### config.mk
export PLATFORM = sky130hd
export DESIGN_NAME = eec_div
export DESIGN_NICKNAME = d
export VERILOG_FILES = /design/src/eec_pkg.sv /design/src/eec_div.sv
export SDC_FILE = /design/constraint.sdc
export NUM_CORES = 1
export LEC_CHECK = 0
export BUFFER_PORTS_ARGS = -buffer_cell sky130_fd_sc_hd__buf_2
export CAP_MARGIN = 30
export CORE_MARGIN = 1
export CORE_UTILIZATION = 56
export CTS_BUF_LIST = sky130_fd_sc_hd__clkbuf_16
export DETAILED_ROUTE_END_ITERATION = 16
export GPL_ROUTABILITY_DRIVEN = 0
export PLACE_DENSITY = 0.75
export SLEW_MARGIN = 20
export SYNTH_ARGS = -nofsm -noshare
export SYNTH_HDL_FRONTEND = slang
export SYNTH_SLANG_ARGS = --single-unit
export TNS_END_PERCENT = 10
### constraint.sdc
create_clock -name clk -period 3.36 [get_ports clk]
set_clock_uncertainty 0.1 [all_clocks]
set_input_delay 0.168 -clock clk [delete_from_list [all_inputs] [get_ports clk]]
set_output_delay 0.168 -clock clk [all_outputs]
set_load 0.005 [all_outputs]
### src/eec_pkg.sv
package eec_pkg;

  // Curve kinds carried on in_tuser
  typedef enum logic [1:0] {
    KIND_IN    = 2'd0,
    KIND_OUT   = 2'd1,
    KIND_INOUT = 2'd2
  } kind_t;

  // Width of the normalized time u (Q0.16)
  localparam int U_W = 16;

  // Table generation constants, Q30
  localparam longint unsigned ONE_Q30     = 64'd1 << 30;
  localparam longint unsigned HALF_PI_Q30 = 64'd1686629713;
  localparam longint unsigned LN2_Q30     = 64'd744261118;

  // Sine series term divisor (2n)(2n+1)
  function automatic longint unsigned sin_term_div(input longint unsigned x, input int n);
    case (n)
      1:       return x / 64'd6;
      2:       return x / 64'd20;
      3:       return x / 64'd42;
      4:       return x / 64'd72;
      5:       return x / 64'd110;
      6:       return x / 64'd156;
      7:       return x / 64'd210;
      8:       return x / 64'd272;
      9:       return x / 64'd342;
      default: return x / 64'd420;
    endcase
  endfunction

  // Exponential series term divisor n
  function automatic longint unsigned exp_term_div(input longint unsigned x, input int n);
    case (n)
      1:       return x;
      2:       return x / 64'd2;
      3:       return x / 64'd3;
      4:       return x / 64'd4;
      5:       return x / 64'd5;
      6:       return x / 64'd6;
      7:       return x / 64'd7;
      8:       return x / 64'd8;
      9:       return x / 64'd9;
      10:      return x / 64'd10;
      11:      return x / 64'd11;
      12:      return x / 64'd12;
      13:      return x / 64'd13;
      default: return x / 64'd14;
    endcase
  endfunction

  // round(32768 * sin(pi/2 * k / 2^ld)), saturated to 32767
  function automatic logic [14:0] sine_entry(input longint unsigned k, input int ld);
    longint unsigned th;
    longint unsigned th2;
    longint unsigned term;
    longint          sum;
    longint unsigned r;
    th   = (HALF_PI_Q30 * k) >> ld;
    th2  = (th * th) >> 30;
    term = th;
    sum  = longint'(th);
    for (int n = 1; n <= 10; n++) begin
      term = sin_term_div((term * th2) >> 30, n);
      if (n[0]) sum = sum - longint'(term);
      else      sum = sum + longint'(term);
    end
    if (sum < 0) sum = 0;
    r = (longint'(sum) * 64'd32768 + (ONE_Q30 >> 1)) >> 30;
    if (r > 64'd32767) r = 64'd32767;
    return r[14:0];
  endfunction

  // round(65536 * 2^(-j / 2^le)), Q1.16
  function automatic logic [16:0] exp_entry(input longint unsigned j, input int le);
    longint unsigned y;
    longint unsigned term;
    longint          sum;
    longint unsigned r;
    y    = (LN2_Q30 * j) >> le;
    term = ONE_Q30;
    sum  = longint'(ONE_Q30);
    for (int n = 1; n <= 14; n++) begin
      term = exp_term_div((term * y) >> 30, n);
      if (n[0]) sum = sum - longint'(term);
      else      sum = sum + longint'(term);
    end
    if (sum < 0) sum = 0;
    r = (longint'(sum) + (64'd1 << 13)) >> 14;
    return r[16:0];
  endfunction

endpackage

### src/eec_div.sv
// Restoring divider, one quotient bit per stage: q = floor(el * 2^16 / du), el < du
module eec_div #(
  parameter int TW = 16,
  parameter int SW = 36
) (
  input  logic          clk,
  input  logic          rst_n,
  input  logic          en,
  input  logic          in_vld,
  input  logic [TW-1:0] in_el,
  input  logic [TW-1:0] in_du,
  input  logic [SW-1:0] in_sb,
  output logic          out_vld,
  output logic [eec_pkg::U_W-1:0] out_q,
  output logic [SW-1:0] out_sb
);
  import eec_pkg::*;

  logic          vld_r [U_W];
  logic [TW-1:0] rem_r [U_W];
  logic [TW-1:0] du_r  [U_W];
  logic [U_W-1:0] q_r  [U_W];
  logic [SW-1:0] sb_r  [U_W];

  for (genvar i = 0; i < U_W; i++) begin : g_step
    logic          vld_prev;
    logic [TW-1:0] rem_prev;
    logic [TW-1:0] du_prev;
    logic [U_W-1:0] q_prev;
    logic [SW-1:0] sb_prev;
    logic [TW:0]   rem2;
    logic          ge;
    logic [TW:0]   diff;

    if (i == 0) begin : g_first
      assign vld_prev = in_vld;
      assign rem_prev = in_el;
      assign du_prev  = in_du;
      assign q_prev   = '0;
      assign sb_prev  = in_sb;
    end else begin : g_next
      assign vld_prev = vld_r[i-1];
      assign rem_prev = rem_r[i-1];
      assign du_prev  = du_r[i-1];
      assign q_prev   = q_r[i-1];
      assign sb_prev  = sb_r[i-1];
    end

    // shift in a zero, trial subtract
    assign rem2 = {rem_prev, 1'b0};
    assign ge   = (rem2 >= {1'b0, du_prev});
    assign diff = rem2 - {1'b0, du_prev};

    always_ff @(posedge clk) begin
      if (!rst_n) begin
        vld_r[i] <= 1'b0;
      end else if (en) begin
        vld_r[i] <= vld_prev;
      end
    end

    always_ff @(posedge clk) begin
      if (en) begin
        rem_r[i] <= ge ? diff[TW-1:0] : rem2[TW-1:0];
        du_r[i]  <= du_prev;
        q_r[i]   <= {q_prev[U_W-2:0], ge};
        sb_r[i]  <= sb_prev;
      end
    end
  end

  assign out_vld = vld_r[U_W-1];
  assign out_q   = q_r[U_W-1];
  assign out_sb  = sb_r[U_W-1];

endmodule

==> metrics.cfg <==
[status]
outcome=complete, no violations

[power]
p_leak_nw=22.89
vdd_drop_max_v=0.0005514
p_per_area_nw_per_um2=844.8

[synth]
yosys.area.top_type_share=0.7057
ys_seq_area_frac=0.7061
yosys.area.top_type=edfxtp_1
yosysWarnings=0
synth_ff_type=edfxtp_1
synth_common_cells=edfxtp_1 (1207), inv_1 (312), ha_1 (255)
synthesis.instances=3426
synth-async-reset-ratio=0
synth_edf_count=1207
ys_types=73
synth_area_um2=51360
syn_nets=3768
ys_seq_elements=1208
synth.area.top_cells=edfxtp_1 (71%), ha_1 (6.2%), mux2_2 (2.5%)
syn_area_per_cell_um2=14.99
synthMostInstantiatedCell=edfxtp_1

[detailed_routing]
wl_per_cell_um=16.95
wirelength_um=85900
dr_total_vias=27790
first_pass_iters=5
drc=0
vias_per_cell=5.483
drt_iter0_drc=1681
antenna_left=0

[min_path]
hold_path.class=in2reg
min_from=in_sb[18]

[global_route]
grt_pass1_vias=28360
grt_max_degree=122
antenna_found_initial=3
grt_use_total=0.1852
grt_pass1_wl_um=138600
overflow=0

[clock_network]
cts_buffer_depth=3
cts.sinks=1208
insertion_delay_ps=720
root_buffer=clkbuf_16
cts_setup_buffers=0
h-tree-depth=3
cts_tree=done
cts_buffers=116
clkTransAtPathRegs_ps=70

[timing]
setup_violations=0
period_minus_slack_ps=3271
drv_slew=0
final.setup.tns_ps=0
grt_setup_unrepaired=yes
fin_crit_sh=0.9735
holdWs_ps=43.64
final_hold_viol_count=0
fmax_ghz=0.3057
maxSlewHeadroom=0.4649
worst_slew_pin_slew_ps=802.7

[worst_setup_path]
crit_required_ps=3840
crit_arrival_ps=3750
critPathMaxFanout=4
r2r_start=du_r[7][12]
path_class=in2reg
endpoint_kind=flop
start_kind=input port
startpoint=in_el[0]

[floorplanning]
core_area_um2=90420
fp.dieW_um=304.8
dieArea_um2=92930
row_count=110
io_pins=125
initial_utilization=0.5680
die_h_um=304.8

[cells_and_area]
drive_above_1_share=0.1308
fillCellCount=6217
fin_nets=4134
final_area_um2=58920
syn_to_final_growth_pct=14.71

[placement]
port_buffers=124
hpwlAfterDp_um=54880
place_area_um2=54060

[flow_run]
maxCapViolCount=0

==> area by class of cell <==
class / instances / area, um^2 / area share
antenna: 3 / 7.507 / 0.0001274
clock buffer: 116 / 2903 / 0.04927
clock inverter: 100 / 948.4 / 0.01610
inverter: 312 / 1171 / 0.01988
multi-input combinational: 1861 / 13790 / 0.2341
sequential: 1208 / 36260 / 0.6155
tap: 1176 / 1471 / 0.02497
timing repair buffer: 293 / 2357 / 0.04001
==> per-layer routing <==
metal,vias to the layer above,wire length (um),global-route usage
met4,0,3694,0.09373
met2,592,46090,0.3452
met1,13390,32830,0.2022
met5,-,0,0
met3,210,3283,0.03004
li1,13600,-,-
==> metrics by stage <==
step | cells | worst slack, ps | util | power, W
after floorplan | 3426 | 183.9 | - | 0.03270
after global placement | 4753 | 61.92 | 0.5978 | 0.03627
after detailed placement | 4754 | 21.62 | 0.5978 | 0.03679
after CTS | 5065 | 80.32 | 0.6509 | 0.04999
after global routing | 5068 | -44.83 | 0.6515 | 0.05269
final | 5069 | 89.10 | 0.6516 | 0.04978
==> critical path, stage by stage <==
cell	delay, ps
dlygate4sd3_1	530
buf_2	120
inv_1	60
fa_1	480
nor2b_2	160
o21ai_1	120
a211oi_2	240
a2111oi_0	90
buf_4	170
o21ai_0	190
a21oi_1	130
or4b_2	630
nand4_1	120
dlygate4sd3_1	560
==> state kept, by name, summed over array words and instances (netlist names) <==
register,flops
sb_r,576
rem_r,240
vld_r,16
q_r,136
du_r,240
==> cells by family after synthesis <==
logic type / Yosys count / share of synthesized area
xor+xnor: 157 / 0.02677
fa+ha+maj: 270 / 0.06797
simple gates: 599 / 0.05671
buf+inv: 357 / 0.02641
compound gates: 702 / 0.08670
mux: 133 / 0.02936
flops: 1208 / 0.7061
==> worst paths after layout <==
check                                     to  slack [ps]  cells after the start
worst max-delay path            rem_r[0][14]          90                     14
worst min-delay path             sb_r[0][18]          40                      2
worst max register to register   rem_r[8][3]         150                     10
worst min register to register   sb_r[14][4]         300                      0
==> cells in the final DEF (no fill, tap or decap), types with 95 or more instances in the layout <==
cell | netlist | layout
edfxtp_1 | 1207 | 1207
inv_1 | 312 | 339
ha_1 | 255 | 254
a21oi_1 | 194 | 193
nand2_1 | 173 | 173
o21ai_0 | 171 | 167
nor2_1 | 154 | 153
buf_2 | 7 | 123
clkbuf_16 | 0 | 116
mux2_2 | 113 | 113
xnor2_1 | 100 | 100
dlygate4sd3_1 | 0 | 95
==> where the power goes <==
part / internal, W / total [W] / leakage (nW) / switching, W
clock network: 0.00738 / 0.0129 / 1.97 / 0.00555
logic: 0.00735 / 0.0157 / 9.08 / 0.00836
registers: 0.0200 / 0.0211 / 11.8 / 0.00112
total: 0.0347 / 0.0498 / 22.9 / 0.0150
==> repair_timing <==
item,CTS,global route
gates resized for setup,1,11
endpoints found under the setup margin,2,44
hold buffers,95,0
hold endpoints to repair,144,0
pin swaps,0,2
(Power assumes the default switching activity.)
